--- src/rtl/core/led_splash_compensated_dimmer_defines.svh ---
// ----------------------------------------------------------------------------
// led splash dimmer assertion macros
// shared property shorthands, clocked on clk and disabled in reset
// ----------------------------------------------------------------------------
`ifndef LED_SPLASH_COMPENSATED_DIMMER_DEFINES_SVH
`define LED_SPLASH_COMPENSATED_DIMMER_DEFINES_SVH

// same-cycle implication
`define LSD_ASSERT_IMP(label, ante, cons, msg) \
	label: assert property (@(posedge clk) disable iff (!arst_n) (ante) |-> (cons)) \
		else $error(msg);

// next-cycle implication
`define LSD_ASSERT_NXT(label, ante, cons, msg) \
	label: assert property (@(posedge clk) disable iff (!arst_n) (ante) |=> (cons)) \
		else $error(msg);

`endif

--- src/rtl/core/lsd_pkg.sv ---
// ----------------------------------------------------------------------------
// lsd_pkg
// shared types, codes and helpers of the led splash dimmer
// ----------------------------------------------------------------------------
package lsd_pkg;

	// item field widths
	localparam int OPCODE_W    = 2;
	localparam int TIME_W      = 32;
	localparam int LEVEL_W     = 8;
	localparam int RINT_W      = 19;
	localparam int LED_IDX_W   = 3;
	localparam int LED_COUNT_W = 4;
	localparam int SPEED_W     = 8;

	// configuration port
	localparam int CFG_IDX_W  = 2;
	localparam int CFG_DATA_W = 8;

	localparam logic [CFG_IDX_W-1:0] REG_LAMP_ON   = 2'd0;
	localparam logic [CFG_IDX_W-1:0] REG_MAX_LEVEL = 2'd1;
	localparam logic [CFG_IDX_W-1:0] REG_LED_COUNT = 2'd2;
	localparam logic [CFG_IDX_W-1:0] REG_SPEED     = 2'd3;

	localparam logic [LEVEL_W-1:0]     MAX_LEVEL_RST = 8'd255;
	localparam logic [LED_COUNT_W-1:0] LED_COUNT_RST = 4'd8;
	localparam logic [SPEED_W-1:0]     SPEED_RST     = 8'd128;

	// largest count the led_count register can express
	localparam int LED_COUNT_LIMIT = (2 ** LED_COUNT_W) - 1;

	typedef enum logic [OPCODE_W-1:0] {
		OP_TICK    = 2'd0,
		OP_RESTART = 2'd1,
		OP_LEVEL   = 2'd2,
		OP_OFF     = 2'd3
	} opcode_t;

	localparam logic KIND_WRITE = 1'b0;
	localparam logic KIND_RETRY = 1'b1;

	// speed multiplier held with an offset of forty (0..80)
	localparam int M40_W = 7;
	localparam logic [M40_W-1:0] M40_ZERO = 7'd40;
	localparam logic [M40_W-1:0] M40_OFS  = 7'd30;  // m + 10 = m40 - 30
	localparam int IVL_DIV = 10;

	// shared serial divider
	localparam int DIV_W = 25;  // 19 bit interval times 40
	localparam int DVS_W = 6;   // divisor up to 50

	typedef struct packed {
		logic             start;
		logic [DIV_W-1:0] dividend;
		logic [DVS_W-1:0] divisor;
	} div_req_t;

	typedef struct packed {
		logic             busy;
		logic             done;
		logic [DIV_W-1:0] quotient;
	} div_rsp_t;

	// floor(speed * 80 / 255) through the reciprocal ((x + 1) * 257) >> 16
	function automatic logic [M40_W-1:0] speed_to_m40(input logic [SPEED_W-1:0] s);
		logic [14:0] x;
		logic [23:0] p;
		x = 15'(s) * 15'd80;
		p = (24'(x) + 24'd1) * 24'd257;
		return p[22:16];
	endfunction

endpackage

--- src/rtl/core/lsd_if.sv ---
// ----------------------------------------------------------------------------
// lsd_if
// valid/ready channels of the led splash dimmer
// ----------------------------------------------------------------------------
interface lsd_cmd_if import lsd_pkg::*; ();
	logic                valid;
	logic                ready;
	logic [OPCODE_W-1:0] opcode;
	logic [TIME_W-1:0]   now_us;
	logic [LEVEL_W-1:0]  rand_level;
	logic [RINT_W-1:0]   rand_interval;

	modport source (output valid, opcode, now_us, rand_level, rand_interval, input ready);
	modport sink (input valid, opcode, now_us, rand_level, rand_interval, output ready);
endinterface

interface lsd_res_if import lsd_pkg::*; ();
	logic                 valid;
	logic                 ready;
	logic                 kind;
	logic [LED_IDX_W-1:0] led_index;
	logic [LEVEL_W-1:0]   level;
	logic                 last;

	modport source (output valid, kind, led_index, level, last, input ready);
	modport sink (input valid, kind, led_index, level, last, output ready);
endinterface

interface lsd_cfg_if import lsd_pkg::*; ();
	logic                  valid;
	logic                  ready;
	logic [CFG_IDX_W-1:0]  index;
	logic [CFG_DATA_W-1:0] data;

	modport source (output valid, index, data, input ready);
	modport sink (input valid, index, data, output ready);
endinterface

--- src/rtl/core/led_splash_compensated_dimmer.sv ---
// ----------------------------------------------------------------------------
// led_splash_compensated_dimmer
// random splash led dimmer with total-brightness compensation
// ----------------------------------------------------------------------------
// One command item is taken at a time and its result items are streamed out
// through a one-deep output register, so a waiting result does not stop the
// sequencer from loading the next one as soon as it is taken. The led levels
// live in a single-port-write, registered-read memory; valid bits cleared by
// reset make every level read as zero until written, so there is no clearing
// pass. Restart only sets the deadline; level changed (lamp on) and switched off
// write every led in use (one memory write per cycle while the result slot is
// free); a tick that fires does a read-back pass over the levels, a run of the
// bit-serial divider for the compensation delta and a read-modify-write of
// every other led (all three skipped for a single led), then a divider run for
// the scaled interval unless the speed is neutral. Stalls on the result channel
// lengthen the passes that emit items. Refused and ignored ticks run no pass.
// ----------------------------------------------------------------------------
`include "led_splash_compensated_dimmer_defines.svh"

module led_splash_compensated_dimmer import lsd_pkg::*; #(
	parameter int MAX_LEDS  = 8,
	parameter int SETTLE_US = 500000
) (
	input logic       clk,
	input logic       arst_n,
	lsd_cfg_if.sink   cfg,
	lsd_cmd_if.sink   cmd,
	lsd_res_if.source res
);

	// leds reachable through led_count
	localparam int NMAX  = (MAX_LEDS < LED_COUNT_LIMIT) ? MAX_LEDS : LED_COUNT_LIMIT;
	localparam int N_W   = $clog2(NMAX + 1);
	localparam int AW    = $clog2(MAX_LEDS);
	localparam int SUM_W = $clog2(NMAX * 255 + 1);
	localparam logic [TIME_W-1:0] SETTLE_T = TIME_W'(SETTLE_US);

	typedef enum logic [3:0] {
		ST_IDLE,
		ST_DECODE,
		ST_FILL,
		ST_CHECK,
		ST_SUM,
		ST_DELTA,
		ST_DELTA_WAIT,
		ST_ADJ_RD,
		ST_ADJ_WR,
		ST_IVL,
		ST_IVL_WAIT
	} state_t;

	typedef struct packed {
		logic                 valid;
		logic                 kind;
		logic [LED_IDX_W-1:0] idx;
		logic [LEVEL_W-1:0]   level;
		logic                 last;
	} emit_t;

	// configuration registers
	logic                   lamp_on_q;
	logic [LEVEL_W-1:0]     max_level_q;
	logic [LED_COUNT_W-1:0] led_count_q;
	logic [SPEED_W-1:0]     speed_q;

	// sequencer state
	state_t             state_q;
	opcode_t            op_q;
	logic [TIME_W-1:0]  now_q;
	logic [LEVEL_W-1:0] rlev_q;
	logic [RINT_W-1:0]  rint_q;
	logic [TIME_W-1:0]  deadline_q;
	logic [N_W-1:0]     next_led_q;
	logic [N_W-1:0]     cur_q;
	logic [N_W-1:0]     idx_q;
	logic [LEVEL_W-1:0] fill_q;
	logic [SUM_W-1:0]   sum_q;
	logic [SUM_W-1:0]   ideal_q;
	logic               pend_s1;
	logic signed [SUM_W:0] delta_q;
	logic [M40_W-1:0]   m40_q;

	// result register
	logic                 out_valid_q;
	logic                 out_kind_q;
	logic [LED_IDX_W-1:0] out_idx_q;
	logic [LEVEL_W-1:0]   out_level_q;
	logic                 out_last_q;

	// memory and divider hookup
	logic               ram_we;
	logic [AW-1:0]      ram_waddr;
	logic [LEVEL_W-1:0] ram_wdata;
	logic               ram_re;
	logic [AW-1:0]      ram_raddr;
	logic [LEVEL_W-1:0] ram_rdata;
	div_req_t           div_req;
	div_rsp_t           div_rsp;

	// combinational helpers
	logic [N_W-1:0]           n_c;
	logic [N_W-1:0]           cur_c;
	logic [TIME_W-1:0]        elapsed;
	logic                     tick_go;
	logic                     refuse;
	logic                     slot_free;
	logic [N_W:0]             nxt_w;
	logic [N_W:0]             nxt2_w;
	logic                     fill_last;
	logic                     adj_last;
	logic [LEVEL_W+N_W-1:0]   ideal_full;
	logic signed [SUM_W:0]    diff_c;
	logic [SUM_W:0]           diff_mag;
	logic signed [SUM_W+1:0]  v_sum;
	logic [LEVEL_W-1:0]       v_clamp;
	logic [SUM_W:0]           q_small;
	logic                     ivl_slow;
	logic [DIV_W-1:0]         rint_w;
	logic [DIV_W-1:0]         ivl_fac;
	emit_t                    emit;

	lsd_level_ram #(
		.DEPTH (MAX_LEDS),
		.AW    (AW)
	) u_ram (
		.clk    (clk),
		.arst_n (arst_n),
		.we     (ram_we),
		.waddr  (ram_waddr),
		.wdata  (ram_wdata),
		.re     (ram_re),
		.raddr  (ram_raddr),
		.rdata  (ram_rdata)
	);

	lsd_divider u_div (
		.clk    (clk),
		.arst_n (arst_n),
		.req    (div_req),
		.rsp    (div_rsp)
	);

	// configuration writes, always accepted
	assign cfg.ready = 1'b1;

	always_ff @(posedge clk or negedge arst_n) begin
		if (!arst_n) begin
			lamp_on_q   <= 1'b0;
			max_level_q <= MAX_LEVEL_RST;
			led_count_q <= LED_COUNT_RST;
			speed_q     <= SPEED_RST;
		end else if (cfg.valid) begin
			case (cfg.index)
				REG_LAMP_ON:   lamp_on_q   <= cfg.data[0];
				REG_MAX_LEVEL: max_level_q <= cfg.data;
				REG_LED_COUNT: led_count_q <= cfg.data[LED_COUNT_W-1:0];
				REG_SPEED:     speed_q     <= cfg.data;
				default:       ;
			endcase
		end
	end

	// leds in use, clamped to one..NMAX
	always_comb begin
		if (led_count_q == '0) begin
			n_c = N_W'(1);
		end else if (int'(led_count_q) > NMAX) begin
			n_c = N_W'(NMAX);
		end else begin
			n_c = N_W'(led_count_q);
		end
	end

	// deadline reached unless now lies under half the time range before it; also needs lamp on and max level nonzero
	assign elapsed = now_q - deadline_q;
	assign tick_go = lamp_on_q && (max_level_q != '0)
		&& !(elapsed[TIME_W-1] && (elapsed[TIME_W-2:0] != '0));

	// round-robin index with wrap
	assign cur_c = (next_led_q >= n_c) ? '0 : next_led_q;

	// draw refused when out of range or no change
	assign refuse = (rlev_q >= max_level_q) || (rlev_q == ram_rdata);

	assign slot_free = !out_valid_q || res.ready;

	// end-of-stream detection for the fill and compensation walks
	assign nxt_w     = {1'b0, idx_q} + 1'b1;
	assign nxt2_w    = nxt_w + 1'b1;
	assign fill_last = nxt_w >= {1'b0, n_c};
	assign adj_last  = (nxt_w >= {1'b0, n_c})
		|| ((nxt_w == {1'b0, cur_q}) && (nxt2_w >= {1'b0, n_c}));

	// compensation arithmetic
	assign ideal_full = max_level_q * (n_c - N_W'(1));
	assign diff_c     = $signed({1'b0, ideal_q}) - $signed({1'b0, sum_q});
	assign diff_mag   = diff_c[SUM_W] ? (SUM_W + 1)'(-diff_c) : (SUM_W + 1)'(diff_c);
	assign q_small    = (SUM_W + 1)'(div_rsp.quotient);
	assign v_sum      = $signed((SUM_W + 2)'(ram_rdata)) + (SUM_W + 2)'(delta_q);

	always_comb begin
		if (v_sum < 0) begin
			v_clamp = '0;
		end else if (v_sum > $signed((SUM_W + 2)'(max_level_q))) begin
			v_clamp = max_level_q;
		end else begin
			v_clamp = v_sum[LEVEL_W-1:0];
		end
	end

	// interval: slow side is r + r*(-m)/10, fast side r*10/(m+10)
	assign ivl_slow = m40_q < M40_ZERO;
	assign rint_w   = DIV_W'(rint_q);
	assign ivl_fac  = ivl_slow ? DIV_W'(M40_ZERO - m40_q) : DIV_W'(IVL_DIV);

	// memory, divider and result requests of the current step
	always_comb begin
		emit      = '0;
		ram_we    = 1'b0;
		ram_waddr = '0;
		ram_wdata = '0;
		ram_re    = 1'b0;
		ram_raddr = '0;
		div_req   = '0;
		case (state_q)
			ST_DECODE: begin
				if (op_q == OP_TICK && tick_go) begin
					ram_re    = 1'b1;
					ram_raddr = AW'(cur_c);
				end
			end
			ST_FILL: begin
				if (slot_free) begin
					ram_we     = 1'b1;
					ram_waddr  = AW'(idx_q);
					ram_wdata  = fill_q;
					emit.valid = 1'b1;
					emit.kind  = KIND_WRITE;
					emit.idx   = LED_IDX_W'(idx_q);
					emit.level = fill_q;
					emit.last  = fill_last;
				end
			end
			ST_CHECK: begin
				if (slot_free) begin
					emit.valid = 1'b1;
					if (refuse) begin
						emit.kind = KIND_RETRY;
						emit.last = 1'b1;
					end else begin
						ram_we     = 1'b1;
						ram_waddr  = AW'(cur_q);
						ram_wdata  = rlev_q;
						emit.kind  = KIND_WRITE;
						emit.idx   = LED_IDX_W'(cur_q);
						emit.level = rlev_q;
						emit.last  = n_c == N_W'(1);
					end
				end
			end
			ST_SUM: begin
				if (idx_q < n_c) begin
					ram_re    = 1'b1;
					ram_raddr = AW'(idx_q);
				end
			end
			ST_DELTA: begin
				div_req.start    = 1'b1;
				div_req.dividend = DIV_W'(diff_mag);
				div_req.divisor  = DVS_W'(n_c - N_W'(1));
			end
			ST_ADJ_RD: begin
				if (idx_q != cur_q) begin
					ram_re    = 1'b1;
					ram_raddr = AW'(idx_q);
				end
			end
			ST_ADJ_WR: begin
				if (slot_free) begin
					ram_we     = 1'b1;
					ram_waddr  = AW'(idx_q);
					ram_wdata  = v_clamp;
					emit.valid = 1'b1;
					emit.kind  = KIND_WRITE;
					emit.idx   = LED_IDX_W'(idx_q);
					emit.level = v_clamp;
					emit.last  = adj_last;
				end
			end
			ST_IVL: begin
				if (m40_q != M40_ZERO) begin
					div_req.start    = 1'b1;
					div_req.dividend = rint_w * ivl_fac;
					div_req.divisor  = ivl_slow ? DVS_W'(IVL_DIV) : DVS_W'(m40_q - M40_OFS);
				end
			end
			default: ;
		endcase
	end

	// sequencer and result register
	always_ff @(posedge clk or negedge arst_n) begin
		if (!arst_n) begin
			state_q     <= ST_IDLE;
			op_q        <= OP_TICK;
			now_q       <= '0;
			rlev_q      <= '0;
			rint_q      <= '0;
			deadline_q  <= '0;
			next_led_q  <= '0;
			cur_q       <= '0;
			idx_q       <= '0;
			fill_q      <= '0;
			sum_q       <= '0;
			ideal_q     <= '0;
			pend_s1     <= 1'b0;
			delta_q     <= '0;
			m40_q       <= '0;
			out_valid_q <= 1'b0;
			out_kind_q  <= KIND_WRITE;
			out_idx_q   <= '0;
			out_level_q <= '0;
			out_last_q  <= 1'b0;
		end else begin
			// result register load or drain
			if (emit.valid) begin
				out_valid_q <= 1'b1;
				out_kind_q  <= emit.kind;
				out_idx_q   <= emit.idx;
				out_level_q <= emit.level;
				out_last_q  <= emit.last;
			end else if (res.ready) begin
				out_valid_q <= 1'b0;
			end

			case (state_q)
				ST_IDLE: begin
					if (cmd.valid) begin
						op_q    <= opcode_t'(cmd.opcode);
						now_q   <= cmd.now_us;
						rlev_q  <= cmd.rand_level;
						rint_q  <= cmd.rand_interval;
						state_q <= ST_DECODE;
					end
				end
				ST_DECODE: begin
					idx_q   <= '0;
					ideal_q <= SUM_W'(ideal_full);
					m40_q   <= speed_to_m40(speed_q);
					case (op_q)
						OP_RESTART: begin
							deadline_q <= now_q;
							state_q    <= ST_IDLE;
						end
						OP_LEVEL: begin
							if (lamp_on_q) begin
								fill_q     <= max_level_q;
								deadline_q <= now_q + SETTLE_T;
								state_q    <= ST_FILL;
							end else begin
								state_q <= ST_IDLE;
							end
						end
						OP_OFF: begin
							fill_q  <= '0;
							state_q <= ST_FILL;
						end
						default: begin
							if (tick_go) begin
								next_led_q <= cur_c;
								cur_q      <= cur_c;
								state_q    <= ST_CHECK;
							end else begin
								state_q <= ST_IDLE;
							end
						end
					endcase
				end
				ST_FILL: begin
					if (slot_free) begin
						if (fill_last) begin
							state_q <= ST_IDLE;
						end else begin
							idx_q <= N_W'(nxt_w);
						end
					end
				end
				ST_CHECK: begin
					if (slot_free) begin
						if (refuse) begin
							state_q <= ST_IDLE;
						end else begin
							next_led_q <= cur_q + 1'b1;
							sum_q      <= '0;
							pend_s1    <= 1'b0;
							idx_q      <= '0;
							state_q    <= (n_c == N_W'(1)) ? ST_IVL : ST_SUM;
						end
					end
				end
				ST_SUM: begin
					// read stream one ahead of the adder
					pend_s1 <= idx_q < n_c;
					if (idx_q < n_c) begin
						idx_q <= idx_q + 1'b1;
					end
					if (pend_s1) begin
						sum_q <= sum_q + SUM_W'(ram_rdata);
					end
					if (idx_q == n_c && !pend_s1) begin
						state_q <= ST_DELTA;
					end
				end
				ST_DELTA: begin
					delta_q <= diff_c;
					state_q <= ST_DELTA_WAIT;
				end
				ST_DELTA_WAIT: begin
					if (div_rsp.done) begin
						// truncation toward zero: divide the magnitude, restore sign
						delta_q <= delta_q[SUM_W] ? -$signed(q_small) : $signed(q_small);
						idx_q   <= '0;
						state_q <= ST_ADJ_RD;
					end
				end
				ST_ADJ_RD: begin
					if (idx_q == cur_q) begin
						idx_q <= idx_q + 1'b1;
					end else begin
						state_q <= ST_ADJ_WR;
					end
				end
				ST_ADJ_WR: begin
					if (slot_free) begin
						if (adj_last) begin
							state_q <= ST_IVL;
						end else begin
							idx_q   <= N_W'(nxt_w);
							state_q <= ST_ADJ_RD;
						end
					end
				end
				ST_IVL: begin
					if (m40_q == M40_ZERO) begin
						deadline_q <= now_q + TIME_W'(rint_q);
						state_q    <= ST_IDLE;
					end else begin
						state_q <= ST_IVL_WAIT;
					end
				end
				ST_IVL_WAIT: begin
					if (div_rsp.done) begin
						if (ivl_slow) begin
							deadline_q <= now_q + TIME_W'(rint_q) + TIME_W'(div_rsp.quotient);
						end else begin
							deadline_q <= now_q + TIME_W'(div_rsp.quotient);
						end
						state_q <= ST_IDLE;
					end
				end
				default: state_q <= ST_IDLE;
			endcase
		end
	end

	assign cmd.ready     = state_q == ST_IDLE;
	assign res.valid     = out_valid_q;
	assign res.kind      = out_kind_q;
	assign res.led_index = out_idx_q;
	assign res.level     = out_level_q;
	assign res.last      = out_last_q;

	// checks
	`LSD_ASSERT_IMP(a_ram_no_collide, ram_we && ram_re, ram_waddr != ram_raddr, "level ram read and write hit the same entry")
	`LSD_ASSERT_IMP(a_retry_is_last, res.valid && res.kind == KIND_RETRY, res.last && res.level == '0 && res.led_index == '0, "retry item is not a lone final item")
	`LSD_ASSERT_IMP(a_div_start_idle, div_req.start, !div_rsp.busy, "divider restarted while busy")
	`LSD_ASSERT_NXT(a_emit_loads_out, emit.valid, res.valid, "emitted item missing from the result register")
	`LSD_ASSERT_IMP(a_next_led_range, state_q == ST_IDLE, next_led_q <= N_W'(NMAX), "next led index beyond the channel range")

endmodule

--- src/rtl/core/lsd_level_ram.sv ---
// ----------------------------------------------------------------------------
// lsd_level_ram
// per-led level store, one write and one registered read port
// ----------------------------------------------------------------------------
module lsd_level_ram import lsd_pkg::*; #(
	parameter int DEPTH = 8,
	parameter int AW    = 3
) (
	input  logic               clk,
	input  logic               arst_n,
	input  logic               we,
	input  logic [AW-1:0]      waddr,
	input  logic [LEVEL_W-1:0] wdata,
	input  logic               re,
	input  logic [AW-1:0]      raddr,
	output logic [LEVEL_W-1:0] rdata
);

	logic [LEVEL_W-1:0] mem [DEPTH];
	logic [DEPTH-1:0]   vld_q;
	logic [LEVEL_W-1:0] rdata_q;

	always_ff @(posedge clk) begin
		if (we) begin
			mem[waddr] <= wdata;
		end
	end

	// unwritten entries read as zero
	always_ff @(posedge clk or negedge arst_n) begin
		if (!arst_n) begin
			vld_q   <= '0;
			rdata_q <= '0;
		end else begin
			if (we) begin
				vld_q[waddr] <= 1'b1;
			end
			if (re) begin
				rdata_q <= vld_q[raddr] ? mem[raddr] : '0;
			end
		end
	end

	assign rdata = rdata_q;

endmodule

--- src/rtl/core/lsd_divider.sv ---
// ----------------------------------------------------------------------------
// lsd_divider
// restoring divider, one quotient bit per cycle
// ----------------------------------------------------------------------------
module lsd_divider import lsd_pkg::*; (
	input  logic     clk,
	input  logic     arst_n,
	input  div_req_t req,
	output div_rsp_t rsp
);

	localparam int CW = $clog2(DIV_W);

	logic             busy_q;
	logic             done_q;
	logic [CW-1:0]    cnt_q;
	logic [DIV_W-1:0] dvd_q;
	logic [DIV_W-1:0] quo_q;
	logic [DVS_W-1:0] dvs_q;
	logic [DVS_W-1:0] rem_q;

	logic [DVS_W:0] trial;
	logic           ge;

	always_comb begin
		trial = {rem_q, dvd_q[DIV_W-1]};
		ge    = trial >= {1'b0, dvs_q};
	end

	always_ff @(posedge clk or negedge arst_n) begin
		if (!arst_n) begin
			busy_q <= 1'b0;
			done_q <= 1'b0;
			cnt_q  <= '0;
			dvd_q  <= '0;
			quo_q  <= '0;
			dvs_q  <= '0;
			rem_q  <= '0;
		end else begin
			done_q <= 1'b0;
			if (req.start) begin
				busy_q <= 1'b1;
				cnt_q  <= CW'(DIV_W - 1);
				dvd_q  <= req.dividend;
				dvs_q  <= req.divisor;
				rem_q  <= '0;
				quo_q  <= '0;
			end else if (busy_q) begin
				dvd_q <= {dvd_q[DIV_W-2:0], 1'b0};
				quo_q <= {quo_q[DIV_W-2:0], ge};
				rem_q <= ge ? DVS_W'(trial - {1'b0, dvs_q}) : DVS_W'(trial);
				if (cnt_q == '0) begin
					busy_q <= 1'b0;
					done_q <= 1'b1;
				end else begin
					cnt_q <= cnt_q - 1'b1;
				end
			end
		end
	end

	assign rsp.busy     = busy_q;
	assign rsp.done     = done_q;
	assign rsp.quotient = quo_q;

endmodule
--- src/flat_wrapper.sv ---
// flat-port wrapper written by rule: the top's interface ports become plain ports
module led_splash_compensated_dimmer_flat import lsd_pkg::*;
#(
	parameter int MAX_LEDS  = 8,
	parameter int SETTLE_US = 500000
)
  (clk, arst_n, cfg_valid, cfg_index, cfg_data, cfg_ready, cmd_valid, cmd_opcode, cmd_now_us, cmd_rand_level, cmd_rand_interval, cmd_ready, res_valid, res_kind, res_led_index, res_level, res_last, res_ready);
  lsd_cfg_if cfg_i ();
  lsd_cmd_if cmd_i ();
  lsd_res_if res_i ();
  input logic clk;
  input logic arst_n;
  input wire logic [$bits(cfg_i.valid)-1:0] cfg_valid;
  input wire logic [$bits(cfg_i.index)-1:0] cfg_index;
  input wire logic [$bits(cfg_i.data)-1:0] cfg_data;
  output wire logic [$bits(cfg_i.ready)-1:0] cfg_ready;
  input wire logic [$bits(cmd_i.valid)-1:0] cmd_valid;
  input wire logic [$bits(cmd_i.opcode)-1:0] cmd_opcode;
  input wire logic [$bits(cmd_i.now_us)-1:0] cmd_now_us;
  input wire logic [$bits(cmd_i.rand_level)-1:0] cmd_rand_level;
  input wire logic [$bits(cmd_i.rand_interval)-1:0] cmd_rand_interval;
  output wire logic [$bits(cmd_i.ready)-1:0] cmd_ready;
  output wire logic [$bits(res_i.valid)-1:0] res_valid;
  output wire logic [$bits(res_i.kind)-1:0] res_kind;
  output wire logic [$bits(res_i.led_index)-1:0] res_led_index;
  output wire logic [$bits(res_i.level)-1:0] res_level;
  output wire logic [$bits(res_i.last)-1:0] res_last;
  input wire logic [$bits(res_i.ready)-1:0] res_ready;
  assign cfg_i.valid = cfg_valid;
  assign cfg_i.index = cfg_index;
  assign cfg_i.data = cfg_data;
  assign cfg_ready = cfg_i.ready;
  assign cmd_i.valid = cmd_valid;
  assign cmd_i.opcode = cmd_opcode;
  assign cmd_i.now_us = cmd_now_us;
  assign cmd_i.rand_level = cmd_rand_level;
  assign cmd_i.rand_interval = cmd_rand_interval;
  assign cmd_ready = cmd_i.ready;
  assign res_valid = res_i.valid;
  assign res_kind = res_i.kind;
  assign res_led_index = res_i.led_index;
  assign res_level = res_i.level;
  assign res_last = res_i.last;
  assign res_i.ready = res_ready;
  led_splash_compensated_dimmer #(.MAX_LEDS(MAX_LEDS), .SETTLE_US(SETTLE_US)) u_core (.clk(clk), .arst_n(arst_n), .cfg(cfg_i), .cmd(cmd_i), .res(res_i));
endmodule
--- config.mk ---
export PLATFORM = sky130hd
export DESIGN_NAME = led_splash_compensated_dimmer_flat
export DESIGN_NICKNAME = d
export VERILOG_FILES = /design/src/rtl/core/lsd_pkg.sv /design/src/rtl/core/lsd_if.sv /design/src/rtl/core/led_splash_compensated_dimmer.sv /design/src/rtl/core/lsd_level_ram.sv /design/src/rtl/core/lsd_divider.sv /design/src/flat_wrapper.sv
export VERILOG_INCLUDE_DIRS = /design/src /design/src/rtl/core
export SDC_FILE = /design/constraint.sdc
export NUM_CORES = 1
export LEC_CHECK = 0
export ABC_AREA = 1
export ABC_CLOCK_PERIOD_IN_PS = 8200
export BUFFER_PORTS_ARGS = -buffer_cell sky130_fd_sc_hd__buf_2
export CAP_MARGIN = 20
export CELL_PAD_IN_SITES_DETAIL_PLACEMENT = 0
export CELL_PAD_IN_SITES_GLOBAL_PLACEMENT = 1
export CORE_UTILIZATION = 35
export CTS_CLUSTER_DIAMETER = 150
export CTS_CLUSTER_SIZE = 16
export DETAILED_ROUTE_END_ITERATION = 7
export MAX_ROUTING_LAYER = met4
export PLACE_DENSITY_LB_ADDON = 0.08
export SYNTH_ARGS = -nofsm -noshare
export SYNTH_HDL_FRONTEND = slang
export SYNTH_SLANG_ARGS = --single-unit
export TNS_END_PERCENT = 30
--- constraint.sdc ---
create_clock -name clk -period 8.2 [get_ports clk]
set_input_delay 1.64 -clock clk [delete_from_list [all_inputs] [get_ports clk]]
set_output_delay 1.64 -clock clk [all_outputs]
set_load 0.02 [all_outputs]
==> flow_summary.toml <==
[status]
outcome = "complete, no violations"

[yosys]
ys_ff_latch = 343
synth_edf_count = 64
ys_types = 67
synth_top_area_frac = 0.211
synth-seq-area-share = 0.279
netlist_area_mm2 = 0.0319
async_reset_ff_frac = 0.813
synthFlopType = "dfrtp_1"
synth_compound_area_frac = 0.132
yosys-mux-area-fraction = 0.00352
synth-simple-area-share = 0.213
synth_top_family_by_area = "adder cells"
syn_avg_cell_area_um2 = 7.55
synth_top_cell_by_area = "dfrtp_1"
yosysWarnings = 0
synth_top_cells_by_area = "dfrtp_1 (21%), fa_1 (12%), ha_1 (10%), nand2_1 (10%), inv_1 (9.4%)"
synthCells = 4229
synth_adder_area_share = 0.225
synth_xor_xnor_area_share = 0.0378

[sta]
slew_headroom = 0.282
worst_pin_slew_ns = 1.08
maxSlewViolCount = 0
min_period_over_period = 0.921
worst_clock_skew_ns = 0.0371
finalSetupTns_ns = 0
final_hold_viol_count = 0
whs_ns = 0.458
finalCriticalPeriod_ns = 7.56
timing.fmax_mhz = 132
rsz0062_at_grt = "no"
finalSetupViolCount = 0

[hold_path]
min_path_type = "reg2reg"
hp-start = "u_core.u_ram.vld_q[4]"
holdPathEnd = "u_core.u_ram.vld_q[4]"
min_path_cells = 2

[grt]
grt_overflow = 0
antenna_found_initial = 1
track_usage = 0.225
grt_pass1_wl_um = 160000
grt_pass1_vias = 27700
grt_max_degree = 133

[final_layout]
syn_to_final_growth_pct = 8.71
final_util = 0.385
layout_commonest_cell = "nand2_1"
drive_gt1_frac = 0.0525
stdcell_count = 5559
antenna_cells = 0
layout_common_cells = "nand2_1 (848), inv_1 (797), nor2_1 (384), o21ai_0 (278), dfrtp_1 (269)"
final_nets = 4903

[die]
die_area_mm2 = 0.0925
rows = 110
initial_core_util = 0.354
boundaryPins = 92
die_x_um = 304
die_height_um = 304
core-area_mm2 = 0.0901

[route]
drt_iter0_markers = 1616
dr_wl_met2_um = 45300
num_vias = 27200
wl_met1_um = 49300
drc = 0
ant_nets = 0
met3WireLength_um = 2700
via_per_inst = 4.89
drtPass1Iterations = 5
wl_per_cell_um = 17.9
top_layer_used = "met4"
wl_um = 99300

[worst_setup_path]
max_stage_delay_ns = 0.57
worstSetupPathType = "reg2reg"
critPathArrivalTime_ns = 7.98
reg2reg_slack_ns = 0.64
crit_family = "adder cells"
cp.required_ns = 8.62
worstPathBufferInverterCount = 8
r2r_cells = 30
end_kind = "flip-flop"
startpoint_type = "flip-flop"
cp_slowest_cell = "fa_1"
r2r-start = "u_core.m40_q[0]"
worstPathMaxFanout = 15
reg2reg_to = "u_core.u_div.dvd_q[23]"

[placed_design]
portBuffers = 90
hpwlAfterDp_um = 79700
gp_congestion = 0.892
dpl.cell_count = 5516

[cts]
clk_pin_slew_ns = 0.08
clock_path_buffers = 3
tritoncts = "done"
cts-root-buf = "clkbuf_16"
htreeDepth = 1
cts_made_buffers = 25
hold_buffers = 0
cts.sinks = 343
clkLatencyLatePin_ns = 0.61

[job]
drv_cap = 0
[per-stage QoR]
stage               worst slack [ns]  cell area, µm²
global route                  0.0699           34700
global placement               0.556           34000
floorplan                      0.971           32300
finish                         0.645           34700
detailed placement             0.412           34000
CTS                            0.354           34700
[area by class of cell]
cell class                      count  area [µm²]
Clock buffer                       39         678
Clock inverter                      2        28.8
Fill cell                        9648       55400
Inverter                          818        3070
Multi-Input combinational cell   3061       19900
Sequential cell                   343        8920
Tap cell                         1176        1470
Timing Repair Buffer              120         698
[how the worst max path moves through the flow]
stage | startpoint | endpoint | slack (ns) | cells after the start
2_1_floorplan | u_core.m40_q[0] | u_core.u_div.dvd_q[21] | 0.97 | 40
3_5_place_dp | u_core.m40_q[0] | u_core.u_div.dvd_q[21] | 0.41 | 38
3_3_place_gp | u_core.m40_q[0] | u_core.u_div.dvd_q[21] | 0.56 | 38
4_1_cts | u_core.m40_q[0] | u_core.u_div.dvd_q[21] | 0.35 | 38
6_report | u_core.m40_q[0] | u_core.u_div.dvd_q[23] | 0.64 | 30
5_1_grt | u_core.m40_q[0] | u_core.u_div.dvd_q[21] | 0.07 | 38
[worst register-to-register path, delay by kind of cell, from the launching register on]
kind	cells	cell delay, ns
adders and majority gates	8	3.71
and+or+nand+nor	11	1.77
buffers and inverters	8	0.97
AOI/OAI and AO/OA	3	0.54
DFF	1	0.41
[logic make-up (layout without fill, tap and decap cells)]
kind of cell	Yosys count	count (layout)
and+or+nand+nor	1632	1632
buffers and inverters	908	979
AOI/OAI and AO/OA	738	738
adders and majority gates	458	458
DFF	343	343
xor gates and xnor gates	138	138
muxes	10	10
other	2	85
[registers in the layout (all words and copies together) (netlist names), 11 cells and up]
register	count
u_core.deadline_q	32
u_core.delta_q	12
u_core.ideal_q	11
u_core.now_q	32
u_core.rint_q	19
u_core.sum_q	11
u_core.u_div.dvd_q	25
u_core.u_div.quo_q	25
u_core.u_ram.mem	64
[synthesized netlist by cell type (all sizes together) (6+ instances only)]
| cell | count |
|---|---|
| o21ai | 282 |
| nand3b | 7 |
| a31oi | 19 |
| xor2 | 101 |
| nor4 | 10 |
| nand2 | 856 |
| dfstp | 10 |
| xnor2 | 37 |
| clkbuf | 68 |
| or2 | 15 |
| inv | 813 |
| a21oi | 267 |
| edfxtp | 64 |
| o2111ai | 11 |
| o221ai | 19 |
| dfrtp | 269 |
| o211ai | 24 |
| nand3 | 259 |
| buf | 22 |
| a21o | 8 |
| o31ai | 10 |
| nor2 | 396 |
| a22o | 6 |
| ha | 264 |
| fa | 194 |
| o22ai | 40 |
| nor3 | 34 |
| mux2 | 10 |
| o21a | 10 |
| nand4 | 45 |
[repair_timing]
action	in CTS	in global routing
endpoints found under the hold margin	0	0
setup endpoints to repair	0	3
resized for setup	0	1
buffers inserted	0	2
[routing by layer]
metal | vias up | GRT usage
li1 | 13800 | -
met1 | 12900 | 0.319
met2 | 368 | 0.355
met3 | 80 | 0.0146
met4 | 0 | 0.0434
met5 | - | -
Power is not shown: default switching activity piles up to over one toggle a cycle in this logic, so the estimate is an artifact.
